### config.mk
export PLATFORM = sky130hd
export DESIGN_NAME = utf8_line_to_attributed_chars_core
export DESIGN_NICKNAME = d
export VERILOG_FILES = /design/src/hdl/ulac_pkg.sv /design/src/hdl/ulac_fifo.sv /design/src/hdl/ulac_front.sv /design/src/hdl/ulac_back.sv /design/src/hdl/utf8_line_to_attributed_chars_core.sv
export SDC_FILE = /design/constraint.sdc
export NUM_CORES = 1
export LEC_CHECK = 0
export ABC_AREA = 1
export BUFFER_PORTS_ARGS = -buffer_cell sky130_fd_sc_hd__buf_2
export CORE_AREA = 4 4 204 206
export DETAILED_ROUTE_END_ITERATION = 6
export DIE_AREA = 0 0 208 210
export HOLD_SLACK_MARGIN = 0.12
export PLACE_DENSITY = 0.55
export RECOVER_POWER = 100
export SYNTH_ARGS = -nofsm -noshare
export SYNTH_HDL_FRONTEND = slang
export SYNTH_HIERARCHICAL = 1
export SYNTH_SLANG_ARGS = --single-unit
### constraint.sdc
create_clock -name clk -period 10.9 [get_ports clk]
set_clock_uncertainty 0.1 [all_clocks]
set_input_delay 3.27 -clock clk [delete_from_list [all_inputs] [get_ports clk]]
set_output_delay 3.27 -clock clk [all_outputs]
set_load 0.01 [all_outputs]
### src/hdl/ulac_pkg.sv
`timescale 1ns / 1ps
// ----------------------------------------------------------------------------
// ulac_pkg: shared types and constants of the line character decoder
// Word formats of both channels, the queue entry passed from the front
// sequencer to the result stage, byte codes and small helper functions.
// ----------------------------------------------------------------------------
package ulac_pkg;

  localparam int ULAC_LINE_CHARS  = 256;
  localparam int ULAC_QUEUE_DEPTH = 4;

  localparam int POS_W  = 9;
  localparam int CODE_W = 16;
  localparam int ATTR_W = 5;
  localparam int TAB_W  = 5;
  localparam int REP_W  = 4;
  localparam int PH_W   = 4;

  localparam logic [TAB_W-1:0] TAB_RESET = 5'd8;
  localparam logic [TAB_W-1:0] TAB_MAX   = 5'd16;

  localparam logic [7:0] B_BS        = 8'h08;
  localparam logic [7:0] B_TAB       = 8'h09;
  localparam logic [7:0] B_CR        = 8'h0D;
  localparam logic [7:0] B_CTRL_TOP  = 8'h20;
  localparam logic [7:0] B_ATTR_LEAD = 8'hCA;
  localparam logic [7:0] CH_SPACE    = 8'h20;
  localparam logic [7:0] CH_SEMI     = 8'h3B;
  localparam logic [7:0] CH_TILDE    = 8'h7E;
  localparam logic [7:0] CTRL_OFFSET = 8'h40;

  localparam logic KIND_CHAR = 1'b0;
  localparam logic KIND_END  = 1'b1;

  typedef struct packed {
    logic [7:0] byte_in;
    logic       line_end;
  } in_item_t;

  typedef struct packed {
    logic              kind;
    logic [POS_W-1:0]  position;
    logic [CODE_W-1:0] code_point;
    logic [ATTR_W-1:0] attribute;
    logic              special_mark;
    logic              bold;
    logic              bad_byte;
    logic              last;
  } out_item_t;

  // One queue entry: a result word plus the number of plain spaces that
  // follow it at the next positions.
  typedef struct packed {
    out_item_t         item;
    logic [REP_W-1:0]  rep;
  } op_t;

  typedef struct packed {
    logic valid;
    op_t  op;
  } q_wr_t;

  typedef struct packed {
    logic valid;
    op_t  op;
  } q_rd_t;

  function automatic logic [CODE_W-1:0] bad_code(input logic [7:0] b);
    logic [CODE_W-1:0] v;
    v = CODE_W'(b);
    if (b[6]) begin
      return v + 16'h0350;
    end
    return v + 16'h0060;
  endfunction

  function automatic logic [TAB_W-1:0] eff_tab(input logic [TAB_W-1:0] tw);
    if (tw == '0) begin
      return 5'd1;
    end
    if (tw > TAB_MAX) begin
      return TAB_MAX;
    end
    return tw;
  endfunction

endpackage

### src/hdl/ulac_fifo.sv
`timescale 1ns / 1ps
// ----------------------------------------------------------------------------
// ulac_fifo: operation queue
// Short first-in first-out queue that decouples the front sequencer from
// the result stage.
// ----------------------------------------------------------------------------
module ulac_fifo import ulac_pkg::*; #(
  parameter int DEPTH = ULAC_QUEUE_DEPTH
) (
  input  logic  clk,
  input  logic  rst_n,
  input  q_wr_t q_wr,
  output logic  q_full,
  input  logic  q_pop,
  output q_rd_t q_rd
);

  localparam int AW = (DEPTH > 1) ? $clog2(DEPTH) : 1;
  localparam int CW = $clog2(DEPTH + 1);

  op_t           mem_r [DEPTH];
  logic [AW-1:0] wp_r;
  logic [AW-1:0] rp_r;
  logic [CW-1:0] cnt_r;
  logic [AW-1:0] wp_nxt;
  logic [AW-1:0] rp_nxt;
  logic [CW-1:0] cnt_nxt;
  logic          do_push;
  logic          do_pop;

  assign q_full     = (cnt_r == CW'(DEPTH));
  assign q_rd.valid = (cnt_r != '0);
  assign q_rd.op    = mem_r[rp_r];
  assign do_push    = q_wr.valid && !q_full;
  assign do_pop     = q_pop && q_rd.valid;

  always_comb begin
    wp_nxt  = wp_r;
    rp_nxt  = rp_r;
    cnt_nxt = cnt_r;
    if (do_push) begin
      wp_nxt = (wp_r == AW'(DEPTH - 1)) ? '0 : wp_r + 1'b1;
    end
    if (do_pop) begin
      rp_nxt = (rp_r == AW'(DEPTH - 1)) ? '0 : rp_r + 1'b1;
    end
    if (do_push && !do_pop) begin
      cnt_nxt = cnt_r + 1'b1;
    end else if (do_pop && !do_push) begin
      cnt_nxt = cnt_r - 1'b1;
    end
  end

  always_ff @(posedge clk) begin
    if (do_push) begin
      mem_r[wp_r] <= q_wr.op;
    end
    if (!rst_n) begin
      wp_r  <= '0;
      rp_r  <= '0;
      cnt_r <= '0;
    end else begin
      wp_r  <= wp_nxt;
      rp_r  <= rp_nxt;
      cnt_r <= cnt_nxt;
    end
  end

endmodule

### src/hdl/ulac_front.sv
`timescale 1ns / 1ps
// ----------------------------------------------------------------------------
// ulac_front: byte classifier and line state sequencer
// Accepts bytes, decodes UTF-8, markers, control bytes and backspaces,
// tracks the line position and tab phase, and queues result operations.
// ----------------------------------------------------------------------------
module ulac_front import ulac_pkg::*; #(
  parameter int LINE_CHARS = ULAC_LINE_CHARS
) (
  input  logic             clk,
  input  logic             rst_n,
  input  logic             in_valid,
  output logic             in_stall,
  input  in_item_t         in_item,
  input  logic             cfg_we,
  input  logic [TAB_W-1:0] cfg_wdata,
  output q_wr_t            q_wr,
  input  logic             q_full
);

  localparam int PW = $clog2(LINE_CHARS + 1);
  localparam int KW = $clog2(PW);
  localparam int SW = PW + TAB_W;
  localparam logic [PW-1:0] LIM = PW'(LINE_CHARS);

  typedef enum logic [3:0] {
    ST_IDLE, ST_BS, ST_HELD, ST_BAD1, ST_START,
    ST_FIN, ST_FB0, ST_FB1, ST_FEND, ST_FLUSH
  } state_t;

  state_t            st_r, st_nxt;
  logic [7:0]        b_r, b_nxt;
  logic              e_r, e_nxt;
  logic [PW-1:0]     pos_r, pos_nxt;
  logic [PH_W-1:0]   ph_r, ph_nxt;
  logic [ATTR_W-1:0] attr_r, attr_nxt;
  logic [7:0]        held0_r, held0_nxt;
  logic [7:0]        held1_r, held1_nxt;
  logic [1:0]        hcnt_r, hcnt_nxt;
  logic              bsp_r, bsp_nxt;
  logic              stg_v_r, stg_v_nxt;
  op_t               stg_r, stg_nxt;
  logic [TAB_W-1:0]  tw_r, tw_nxt;
  logic              rc_busy_r, rc_busy_nxt;
  logic [PW-1:0]     rc_rem_r, rc_rem_nxt;
  logic [KW-1:0]     rc_k_r, rc_k_nxt;

  logic [TAB_W-1:0]  twe;
  logic              hold;
  logic              gen;
  op_t               gop;
  logic              put_en;
  logic [CODE_W-1:0] p_code;
  logic              p_spc;
  logic              p_bad;
  logic              dec_en;
  logic              push;
  op_t               push_op;
  logic [SW-1:0]     rc_sh;
  logic              rc_ge;
  logic [PW-1:0]     rc_diff;
  logic [TAB_W-1:0]  ph5;
  logic [PH_W-1:0]   ph_inc;
  logic [PH_W-1:0]   ph_dec;
  logic [TAB_W-1:0]  extras;
  logic [PW-1:0]     room;
  logic [REP_W-1:0]  rep;
  logic [TAB_W-1:0]  tab_ph;
  logic              b_cont;
  logic              b_lead;
  logic              b_print;
  logic              h0_cont;

  assign in_stall = (st_r != ST_IDLE) || rc_busy_r;
  assign q_wr.valid = push;
  assign q_wr.op    = push_op;

  always_comb begin
    twe     = eff_tab(tw_r);
    hold    = (st_r != ST_IDLE) && stg_v_r && q_full;
    b_cont  = (b_r[7:6] == 2'b10);
    b_lead  = (b_r[7:5] == 3'b110) || (b_r[7:4] == 4'b1110);
    b_print = (b_r > CH_SPACE) && (b_r <= CH_TILDE);
    h0_cont = (held0_r[7:5] == 3'b110);

    ph5    = {1'b0, ph_r} + 5'd1;
    ph_inc = (ph5 == twe) ? '0 : ph5[PH_W-1:0];
    ph_dec = (ph_r == '0) ? PH_W'(twe - 5'd1) : ph_r - 1'b1;

    extras = twe - 5'd1 - {1'b0, ph_r};
    room   = LIM - 1'b1 - pos_r;
    rep    = (PW'(extras) > room) ? REP_W'(room) : REP_W'(extras);
    tab_ph = {1'b0, ph_r} + 5'd1 + {1'b0, rep};

    rc_sh   = SW'(twe) << rc_k_r;
    rc_ge   = (SW'(rc_rem_r) >= rc_sh);
    rc_diff = rc_rem_r - PW'(rc_sh);

    st_nxt      = st_r;
    b_nxt       = b_r;
    e_nxt       = e_r;
    pos_nxt     = pos_r;
    ph_nxt      = ph_r;
    attr_nxt    = attr_r;
    held0_nxt   = held0_r;
    held1_nxt   = held1_r;
    hcnt_nxt    = hcnt_r;
    bsp_nxt     = bsp_r;
    stg_v_nxt   = stg_v_r;
    stg_nxt     = stg_r;
    tw_nxt      = tw_r;
    rc_busy_nxt = rc_busy_r;
    rc_rem_nxt  = rc_rem_r;
    rc_k_nxt    = rc_k_r;
    gen         = 1'b0;
    gop         = '0;
    put_en      = 1'b0;
    p_code      = '0;
    p_spc       = 1'b0;
    p_bad       = 1'b0;
    dec_en      = 1'b0;
    push        = 1'b0;
    push_op     = stg_r;

    // Column phase is rebuilt by restoring remainder after a tab width write.
    if (rc_busy_r) begin
      if (rc_ge) begin
        rc_rem_nxt = rc_diff;
      end
      if (rc_k_r == '0) begin
        rc_busy_nxt = 1'b0;
        ph_nxt      = PH_W'(rc_ge ? rc_diff : rc_rem_r);
      end else begin
        rc_k_nxt = rc_k_r - 1'b1;
      end
    end
    if (cfg_we) begin
      tw_nxt      = cfg_wdata;
      rc_busy_nxt = 1'b1;
      rc_rem_nxt  = pos_r;
      rc_k_nxt    = KW'(PW - 1);
    end

    if (!hold) begin
      case (st_r)
        ST_IDLE: begin
          if (in_valid && !in_stall) begin
            b_nxt  = in_item.byte_in;
            e_nxt  = in_item.line_end;
            st_nxt = ST_BS;
          end
        end
        ST_BS: begin
          st_nxt = ST_HELD;
          if (bsp_r) begin
            bsp_nxt = 1'b0;
            if (b_print) begin
              gen                   = 1'b1;
              gop.item.kind         = KIND_CHAR;
              gop.item.position     = POS_W'(pos_r - 1'b1);
              gop.item.code_point   = CODE_W'(b_r);
              gop.item.bold         = 1'b1;
              st_nxt                = ST_FIN;
            end else begin
              dec_en = 1'b1;
            end
          end
        end
        ST_HELD: begin
          st_nxt = ST_START;
          if (hcnt_r == 2'd1) begin
            hcnt_nxt = 2'd0;
            if (b_cont) begin
              st_nxt = ST_FIN;
              if (held0_r == B_ATTR_LEAD) begin
                attr_nxt = b_r[ATTR_W-1:0];
              end else if (h0_cont) begin
                put_en = 1'b1;
                p_code = {5'd0, held0_r[4:0], b_r[5:0]};
              end else begin
                held1_nxt = b_r;
                hcnt_nxt  = 2'd2;
              end
            end else begin
              put_en = 1'b1;
              p_code = bad_code(held0_r);
              p_bad  = 1'b1;
            end
          end else if (hcnt_r == 2'd2) begin
            hcnt_nxt = 2'd0;
            put_en   = 1'b1;
            if (b_cont) begin
              p_code = {held0_r[3:0], held1_r[5:0], b_r[5:0]};
              st_nxt = ST_FIN;
            end else begin
              p_code = bad_code(held0_r);
              p_bad  = 1'b1;
              st_nxt = ST_BAD1;
            end
          end
        end
        ST_BAD1: begin
          put_en = 1'b1;
          p_code = bad_code(held1_r);
          p_bad  = 1'b1;
          st_nxt = ST_START;
        end
        ST_START: begin
          st_nxt = ST_FIN;
          if (pos_r < LIM) begin
            if (b_lead) begin
              held0_nxt = b_r;
              hcnt_nxt  = 2'd1;
            end else if (b_r == B_CR) begin
              put_en = 1'b1;
              p_code = CODE_W'(CH_SEMI);
              p_spc  = 1'b1;
            end else if (b_r == B_TAB) begin
              gen                   = 1'b1;
              gop.item.kind         = KIND_CHAR;
              gop.item.position     = POS_W'(pos_r);
              gop.item.code_point   = CODE_W'(CH_SPACE);
              gop.item.attribute    = attr_r;
              gop.item.special_mark = 1'b1;
              gop.rep               = rep;
              pos_nxt               = pos_r + 1'b1 + PW'(rep);
              ph_nxt                = (tab_ph == twe) ? '0 : PH_W'(tab_ph);
            end else if (b_r == B_BS) begin
              if (pos_r != '0) begin
                bsp_nxt = 1'b1;
              end
            end else if (b_r[7]) begin
              put_en = 1'b1;
              p_code = bad_code(b_r);
              p_bad  = 1'b1;
            end else if (b_r < B_CTRL_TOP) begin
              put_en = 1'b1;
              p_code = CODE_W'(b_r + CTRL_OFFSET);
              p_spc  = 1'b1;
            end else begin
              put_en = 1'b1;
              p_code = CODE_W'(b_r);
            end
          end
        end
        ST_FIN: begin
          st_nxt = ST_FLUSH;
          if (e_r) begin
            st_nxt = ST_FB0;
            if (bsp_r) begin
              bsp_nxt = 1'b0;
              dec_en  = 1'b1;
            end
          end
        end
        ST_FB0: begin
          st_nxt = ST_FEND;
          if (hcnt_r != 2'd0) begin
            put_en = 1'b1;
            p_code = bad_code(held0_r);
            p_bad  = 1'b1;
            if (hcnt_r == 2'd2) begin
              st_nxt = ST_FB1;
            end
          end
          hcnt_nxt = 2'd0;
        end
        ST_FB1: begin
          put_en = 1'b1;
          p_code = bad_code(held1_r);
          p_bad  = 1'b1;
          st_nxt = ST_FEND;
        end
        ST_FEND: begin
          gen               = 1'b1;
          gop.item.kind     = KIND_END;
          gop.item.position = POS_W'(pos_r);
          pos_nxt           = '0;
          ph_nxt            = '0;
          attr_nxt          = '0;
          hcnt_nxt          = 2'd0;
          st_nxt            = ST_FLUSH;
        end
        ST_FLUSH: begin
          if (stg_v_r) begin
            push              = 1'b1;
            push_op.item.last = 1'b1;
            stg_v_nxt         = 1'b0;
          end
          st_nxt = ST_IDLE;
        end
        default: begin
          st_nxt = ST_IDLE;
        end
      endcase
    end

    if (put_en && (pos_r < LIM)) begin
      gen                   = 1'b1;
      gop.item.kind         = KIND_CHAR;
      gop.item.position     = POS_W'(pos_r);
      gop.item.code_point   = p_code;
      gop.item.attribute    = attr_r;
      gop.item.special_mark = p_spc;
      gop.item.bad_byte     = p_bad;
      pos_nxt               = pos_r + 1'b1;
      ph_nxt                = ph_inc;
    end
    if (dec_en) begin
      pos_nxt = pos_r - 1'b1;
      ph_nxt  = ph_dec;
    end

    // The newest word waits in the staging register until it is known
    // whether it closes the byte.
    if (gen) begin
      push      = stg_v_r;
      stg_nxt   = gop;
      stg_v_nxt = 1'b1;
    end
  end

  always_ff @(posedge clk) begin
    if (!rst_n) begin
      st_r      <= ST_IDLE;
      pos_r     <= '0;
      ph_r      <= '0;
      attr_r    <= '0;
      hcnt_r    <= '0;
      bsp_r     <= 1'b0;
      stg_v_r   <= 1'b0;
      tw_r      <= TAB_RESET;
      rc_busy_r <= 1'b0;
      rc_k_r    <= '0;
    end else begin
      st_r      <= st_nxt;
      b_r       <= b_nxt;
      e_r       <= e_nxt;
      pos_r     <= pos_nxt;
      ph_r      <= ph_nxt;
      attr_r    <= attr_nxt;
      held0_r   <= held0_nxt;
      held1_r   <= held1_nxt;
      hcnt_r    <= hcnt_nxt;
      bsp_r     <= bsp_nxt;
      stg_v_r   <= stg_v_nxt;
      stg_r     <= stg_nxt;
      tw_r      <= tw_nxt;
      rc_busy_r <= rc_busy_nxt;
      rc_rem_r  <= rc_rem_nxt;
      rc_k_r    <= rc_k_nxt;
    end
  end

endmodule

### src/hdl/ulac_back.sv
`timescale 1ns / 1ps
// ----------------------------------------------------------------------------
// ulac_back: result stage
// Takes queued operations, expands tab runs into one space per cycle when
// not stalled, and holds each result word in the output register until taken.
// ----------------------------------------------------------------------------
module ulac_back import ulac_pkg::*; (
  input  logic      clk,
  input  logic      rst_n,
  input  q_rd_t     q_rd,
  output logic      q_pop,
  output logic      out_valid,
  input  logic      out_stall,
  output out_item_t out_item
);

  logic              ov_r, ov_nxt;
  out_item_t         out_r, out_nxt;
  logic [REP_W-1:0]  rem_r, rem_nxt;
  logic [POS_W-1:0]  pos_r, pos_nxt;
  logic [ATTR_W-1:0] attr_r, attr_nxt;
  logic              lst_r, lst_nxt;
  logic              load;

  assign out_valid = ov_r;
  assign out_item  = out_r;
  assign load      = !ov_r || !out_stall;

  always_comb begin
    ov_nxt   = ov_r;
    out_nxt  = out_r;
    rem_nxt  = rem_r;
    pos_nxt  = pos_r;
    attr_nxt = attr_r;
    lst_nxt  = lst_r;
    q_pop    = 1'b0;
    if (load) begin
      if (rem_r != '0) begin
        out_nxt            = '0;
        out_nxt.kind       = KIND_CHAR;
        out_nxt.position   = pos_r + 1'b1;
        out_nxt.code_point = CODE_W'(CH_SPACE);
        out_nxt.attribute  = attr_r;
        out_nxt.last       = lst_r && (rem_r == REP_W'(1));
        ov_nxt             = 1'b1;
        rem_nxt            = rem_r - 1'b1;
        pos_nxt            = pos_r + 1'b1;
      end else if (q_rd.valid) begin
        q_pop        = 1'b1;
        out_nxt      = q_rd.op.item;
        out_nxt.last = q_rd.op.item.last && (q_rd.op.rep == '0);
        ov_nxt       = 1'b1;
        rem_nxt      = q_rd.op.rep;
        pos_nxt      = q_rd.op.item.position;
        attr_nxt     = q_rd.op.item.attribute;
        lst_nxt      = q_rd.op.item.last;
      end else begin
        ov_nxt = 1'b0;
      end
    end
  end

  always_ff @(posedge clk) begin
    if (!rst_n) begin
      ov_r  <= 1'b0;
      rem_r <= '0;
    end else begin
      ov_r   <= ov_nxt;
      out_r  <= out_nxt;
      rem_r  <= rem_nxt;
      pos_r  <= pos_nxt;
      attr_r <= attr_nxt;
      lst_r  <= lst_nxt;
    end
  end

endmodule

### src/hdl/utf8_line_to_attributed_chars_core.sv
`timescale 1ns / 1ps
// ----------------------------------------------------------------------------
// utf8_line_to_attributed_chars_core: UTF-8 line decoder with tab expansion
// Turns the bytes of one text line into positioned display characters.
// ----------------------------------------------------------------------------
// The front sequencer takes one byte at a time and steps through one state
// per action (backspace, held bytes, the byte itself, line end, hand-off),
// and waits while the queue is full, so the byte rate is set by that state
// machine. Words go through a short queue to the result stage, which gives
// one word per cycle while out_stall is low; a tab becomes one queue entry
// that the result stage expands into up to 16 spaces, one per cycle while
// out_stall is low. A tab_width write makes the front rebuild the column
// phase, during which in_stall is high.
module utf8_line_to_attributed_chars_core import ulac_pkg::*; #(
  parameter int LINE_CHARS  = ULAC_LINE_CHARS,
  parameter int QUEUE_DEPTH = ULAC_QUEUE_DEPTH
) (
  input  logic             clk,
  input  logic             rst_n,
  input  logic             in_valid,
  output logic             in_stall,
  input  in_item_t         in_item,
  output logic             out_valid,
  input  logic             out_stall,
  output out_item_t        out_item,
  input  logic             cfg_we,
  input  logic [TAB_W-1:0] cfg_wdata
);

  q_wr_t q_wr;
  q_rd_t q_rd;
  logic  q_full;
  logic  q_pop;

  ulac_front #(
    .LINE_CHARS(LINE_CHARS)
  ) u_front (
    .clk      (clk),
    .rst_n    (rst_n),
    .in_valid (in_valid),
    .in_stall (in_stall),
    .in_item  (in_item),
    .cfg_we   (cfg_we),
    .cfg_wdata(cfg_wdata),
    .q_wr     (q_wr),
    .q_full   (q_full)
  );

  ulac_fifo #(
    .DEPTH(QUEUE_DEPTH)
  ) u_fifo (
    .clk   (clk),
    .rst_n (rst_n),
    .q_wr  (q_wr),
    .q_full(q_full),
    .q_pop (q_pop),
    .q_rd  (q_rd)
  );

  ulac_back u_back (
    .clk      (clk),
    .rst_n    (rst_n),
    .q_rd     (q_rd),
    .q_pop    (q_pop),
    .out_valid(out_valid),
    .out_stall(out_stall),
    .out_item (out_item)
  );

  a_no_push_when_full: assert property (@(posedge clk) disable iff (!rst_n)
    q_wr.valid |-> !q_full)
    else $error("queue written while full");

  a_line_end_is_last: assert property (@(posedge clk) disable iff (!rst_n)
    out_valid && (out_item.kind == KIND_END) |-> out_item.last)
    else $error("line end word not marked as last");

  a_cfg_blocks_input: assert property (@(posedge clk) disable iff (!rst_n)
    cfg_we |=> in_stall)
    else $error("input taken while the tab phase is rebuilt");

endmodule

* Word level (Yosys, flattened, before mapping) *
Memories as Yosys holds them, arrays and structs flattened. A register that Yosys moved wholly into a read port is not among the register bits.
Index checks and enable logic that the tools add are counted.

storage, ports and cells
  RAM bits = 156
  memories = 1
  bits in registers = 170
  output and inout port bits = 37

cells by class
  shift operators = 1
  bitwise logic cells = 11
  muxes and demuxes = 204
  add/sub/neg operators = 24
  magnitude comparators = 7
  reductions and logical operators = 63
  equal/unequal tests = 45

memory list
  name          words  bits a word  read ports  clocked after Yosys merged registers in  write ports  line             RTL
  u_fifo.mem_r  4      39           1           1                                        1            ulac_fifo.sv:21  op_t mem_r [DEPTH];

operators with widths
  kind                                                              count
  16-bit two-way mux                                                23
  32-bit two-way mux                                                4
  9-bit two-way mux                                                 12
  4-bit two-way mux                                                 25
  1-bit two-way mux                                                 97
  16-bit one-hot mux with 5 select lines                            1
  31-bit two-way mux                                                2
  8-bit by 7-bit adder with 9-bit output (second input constant)    4
  4-bit one-hot mux with 9 select lines                             1
  35-bit two-way mux                                                1
  5-bit two-way mux                                                 7
  34-bit two-way mux                                                1
  8-bit by 10-bit adder with 11-bit output (second input constant)  3
  16-bit one-hot mux with 2 select lines                            1
  10-bit one-hot mux with 3 select lines                            1
  26-bit two-way mux                                                1
  25-bit two-way mux                                                1
  8-bit by 4-bit == test with 1-bit output (second input constant)  3
  2-bit two-way mux                                                 11
  9-bit by 1-bit adder with 9-bit output (second input constant)    2
  2-bit by 1-bit != test with 1-bit output (second input constant)  9
  9-bit one-hot mux with 2 select lines                             1
  4-bit by 3-bit == test with 1-bit output (second input constant)  4
  4-bit logical NOT                                                 4
  60 further kinds                                                  136

* Depth between registers and ports, before layout *
  depth after elaboration = 20
  mapped depth = 33
  depth with buffers taken out = 33

* Hierarchy *
Netlist, hierarchy kept.

by module, submodules not included
  module      cells each  area each (µm²)  instances  sequential area each (µm²)
  ulac_front  1000        7761.2           1          2882.8
  ulac_fifo   449         6283.5           1          4864.7
  ulac_back   210         2090.8           1          1331.3

* Worst setup path before layout *
OpenSTA, ideal clock, no wires.

  path kind = input to register
  start point = input rst_n
  end point = register u_front.stg_r (netlist bit u_front/q_wr[0]) (enable)
  setup slack = 5.176 ns
  path buffers = 1
  stages = 3
  arrival = 5.191 ns
  setup time = 0.433 ns
  path through = inv_1 -> clkbuf_1 -> nor2_1

on the way
  longest elaborated chain between the ends = 1

RTL lines
  what                                  line                                      RTL
  start: declaration                    utf8_line_to_attributed_chars_core.sv:19  input logic rst_n,
  2-bit AND reduction (no source line)  n/a
  end signal: assignment                ulac_front.sv:347                         stg_r <= stg_nxt;
  end: declaration                      ulac_front.sv:42                          op_t stg_r, stg_nxt;

No other way between the ends.
A chain may end at the register's enable or synchronous reset.

* Worst setup path after layout *
  start point = input rst_n
  end point = register u_front.stg_r (netlist bit u_front/q_wr[32]) (enable)

The elaborated chain is that of the path after synthesis.

==> flow_summary.toml <==
[run_status]
status = "complete, but fails checks"
violations = "capacitance limit, slew limit"

[clocking]
numCtsBuffers = 37
htreeDepth = 2
cts_max_path_buffers = 3
clk_pin_slew_ps = 60
cts_setup_buffers = 0
cts_root_buf = "clkbuf_16"
clk_latency_ps = 530
cts_tree = "built"
clock-sinks = 319
ctsHoldBuffers = 0
cts_resized = 0

[yosys]
synth.area.top_cells = "edfxtp_1, dfxtp_1, nand2_1"
synthTopCellsByCount = "edfxtp_1, nand2_1, nor2_1"
synth.most_common_cell = "edfxtp_1"
synth_seq_cells = 319
syn_area_per_cell_um2 = 9.73
synth_edf_count = 269
ys_seq_area_share_pct = 56.3
syn_inst = 1659
synth_area_mm2 = 0.0161
dominantRegCellSynth = "edfxtp_1"
synthArstFlopShare_pct = 0
ys_types = 58
yosysTopAreaCell = "edfxtp_1"
synth_warnings = 6
syn-num-nets = 1738
synth.top_cell.area_share_pct = 50.1

[placed_design]
placed_cells = 2200
dp_hpwl_um = 26000
dpl-instance-area_mm2 = 0.0169
gp_congestion = 0.884
io_buffer_count = 55
dp_slack_ps = 5240

[timing]
finalSetupTns_ps = 0
relSlewSlack_pct = -89.8
rsz0062_at_grt = "no"
timing.hold.ws_ps = 377
worstMarginPinSlew_ps = 2840
slew_violations = 360
fin_ws_ps = 3430
fin_crit_ps = 7470
hold_violations = 0
post-route-period-util_pct = 68.5
setup_viol = 0
fmax_mhz = 134

[worst_setup_path]
path_cells = "buf_2 -> clkbuf_1 -> inv_1 -> clkbuf_1 -> nor2_1"
crit_path_end_kind = "flip-flop"
critical_path.max_fanout = 38
worstPathArrival_ps = 7430
cpMostUsedCell = "clkbuf_1"
critPathLaunchType = "input pin"
required_ps = 10870
crit_type = "in -> reg"
worst-path-buf-inv = 4
cp_top_family = "simple AND/OR/NAND/NOR gates"
slowest_delay_ps = 2230
slowest_stage = "nor2_1"

[finish]
area_growth_pct = 10.8
fin_cells = 2267
drive_above_1_share_pct = 7.23
diodes = 0
fin_area_mm2 = 0.0179
fillerInstances = 3909
multi_input_area_mm2 = 0.00593
post-route-util_pct = 45.1
nets = 1793
regArea_mm2 = 0.00908

[floorplan]
num_io_pins = 56
die_area_mm2 = 0.0437
design.core.area_mm2 = 0.0396
fp.dieH_um = 210
initial_core_util_pct = 40.7
fp-row-count = 73
die_x_um = 208

[global_route]
grt_max_degree = 79
track_usage_pct = 16.9
antenna_found_initial = 0
grt_pass1_wl_um = 60800
grt_pass1_vias = 11300
overflow = 0

[drt]
routed_wl_um = 37900
viasPerCell = 5.19
wire_per_inst_um = 16.7
ant_nets = 0
dr.pass1.iters = 5
vias = 11800
drc = 0
dr.first_iter.drc_count = 654

[flow_run]
maxCapViolCount = 8

[power]
p_total_mw = 3.55
power_leakage_nw = 6.75
irDropWorstVdd_mv = 0.114
p_per_area_mw_per_mm2 = 199

[min_path]
hold_path.class = "reg -> reg"
cells in the final DEF (no fill, tap or decap), types with 8 or more instances in the layout:
cell type  Yosys  routed
a211oi_1       9       9
ha_1          57      57
nand2_2       14      12
xor2_1        25      25
nand2_1      233     237
edfxtp_1     269     269
xnor2_1        8       8
o22ai_1       62      62
nor2_1       217     216
clkinv_1       3      13
a21oi_1       61      63
a31oi_1       13      13
nand3_1       96     100
buf_2         14      16
inv_2         14      12
nor2_4         5       8
o21ai_0      144     150
nand4_1       20      20
nor3_1        19      19
a22oi_1        9       9
clkbuf_1      14      56
inv_1        187     189
clkbuf_16      0      37
dfxtp_1       50      50
path summary, 6_finish.rpt:
check             cells past startpoint                  to  slack (ps)               from
setup / recovery                      5    u_front/q_wr[32]        3430              rst_n
hold / removal                        2   u_front/attr_r[3]         380  u_front/attr_r[3]
setup reg to reg                     15  u_fifo/mem_r[3][9]        3860    u_front/st_r[3]
hold reg to reg                       2   u_front/attr_r[3]         380  u_front/attr_r[3]
registers in the layout (all words and copies together), names as in the netlist, 8 cells and up, named ones only:
name              count
u_fifo/mem_r        156
u_back/out_item      35
u_front/held0_r       8
u_front/q_wr         38
u_front/b_r           8
u_front/pos_r         9
u_front/held1_r       8
u_front/rc_rem_r      9
area by class of cell:
| cell class | count | share of cell area [%] |
|---|---|---|
| Sequential cell | 319 | 50.8 |
| Multi-Input combinational cell | 1084 | 33.2 |
| Clock buffer | 45 | 5.35 |
| Inverter | 206 | 4.34 |
| Tap cell | 525 | 3.67 |
| Timing Repair Buffer | 66 | 1.54 |
| Clock inverter | 22 | 1.14 |
cell families after synthesis:
kind of cell / synth area share (%)
simple gates: 18.0
compound gates: 12.3
flops: 56.3
buf+inv: 6.79
fa+ha+maj: 4.79
xor+xnor: 1.89
worst min-delay path, stage by stage (launching register included):
cell,delay [ps]
dfxtp_1,300
inv_1,70
a211oi_1,60
power by group:
group | internal, mW | switching (mW) | total [mW] | leakage (nW)
Combinational | 0.267 | 0.565 | 0.832 | 3.35
Sequential | 1.46 | 0.0803 | 1.54 | 2.84
Clock | 0.700 | 0.478 | 1.18 | 0.559
per-layer routing:
layer / wire length, um / part of all wire (%) / vias up / global-route usage [%]
li1: - / - / 5883 / -
met1: 18000 / 48 / 5522 / 24.1
met2: 17300 / 46 / 286 / 27.3
met3: 1690 / 4.5 / 65 / 2.69
met4: 895 / 2.4 / 0 / 4.55
met5: 0 / 0 / - / 0
(Power assumes the default switching activity.)
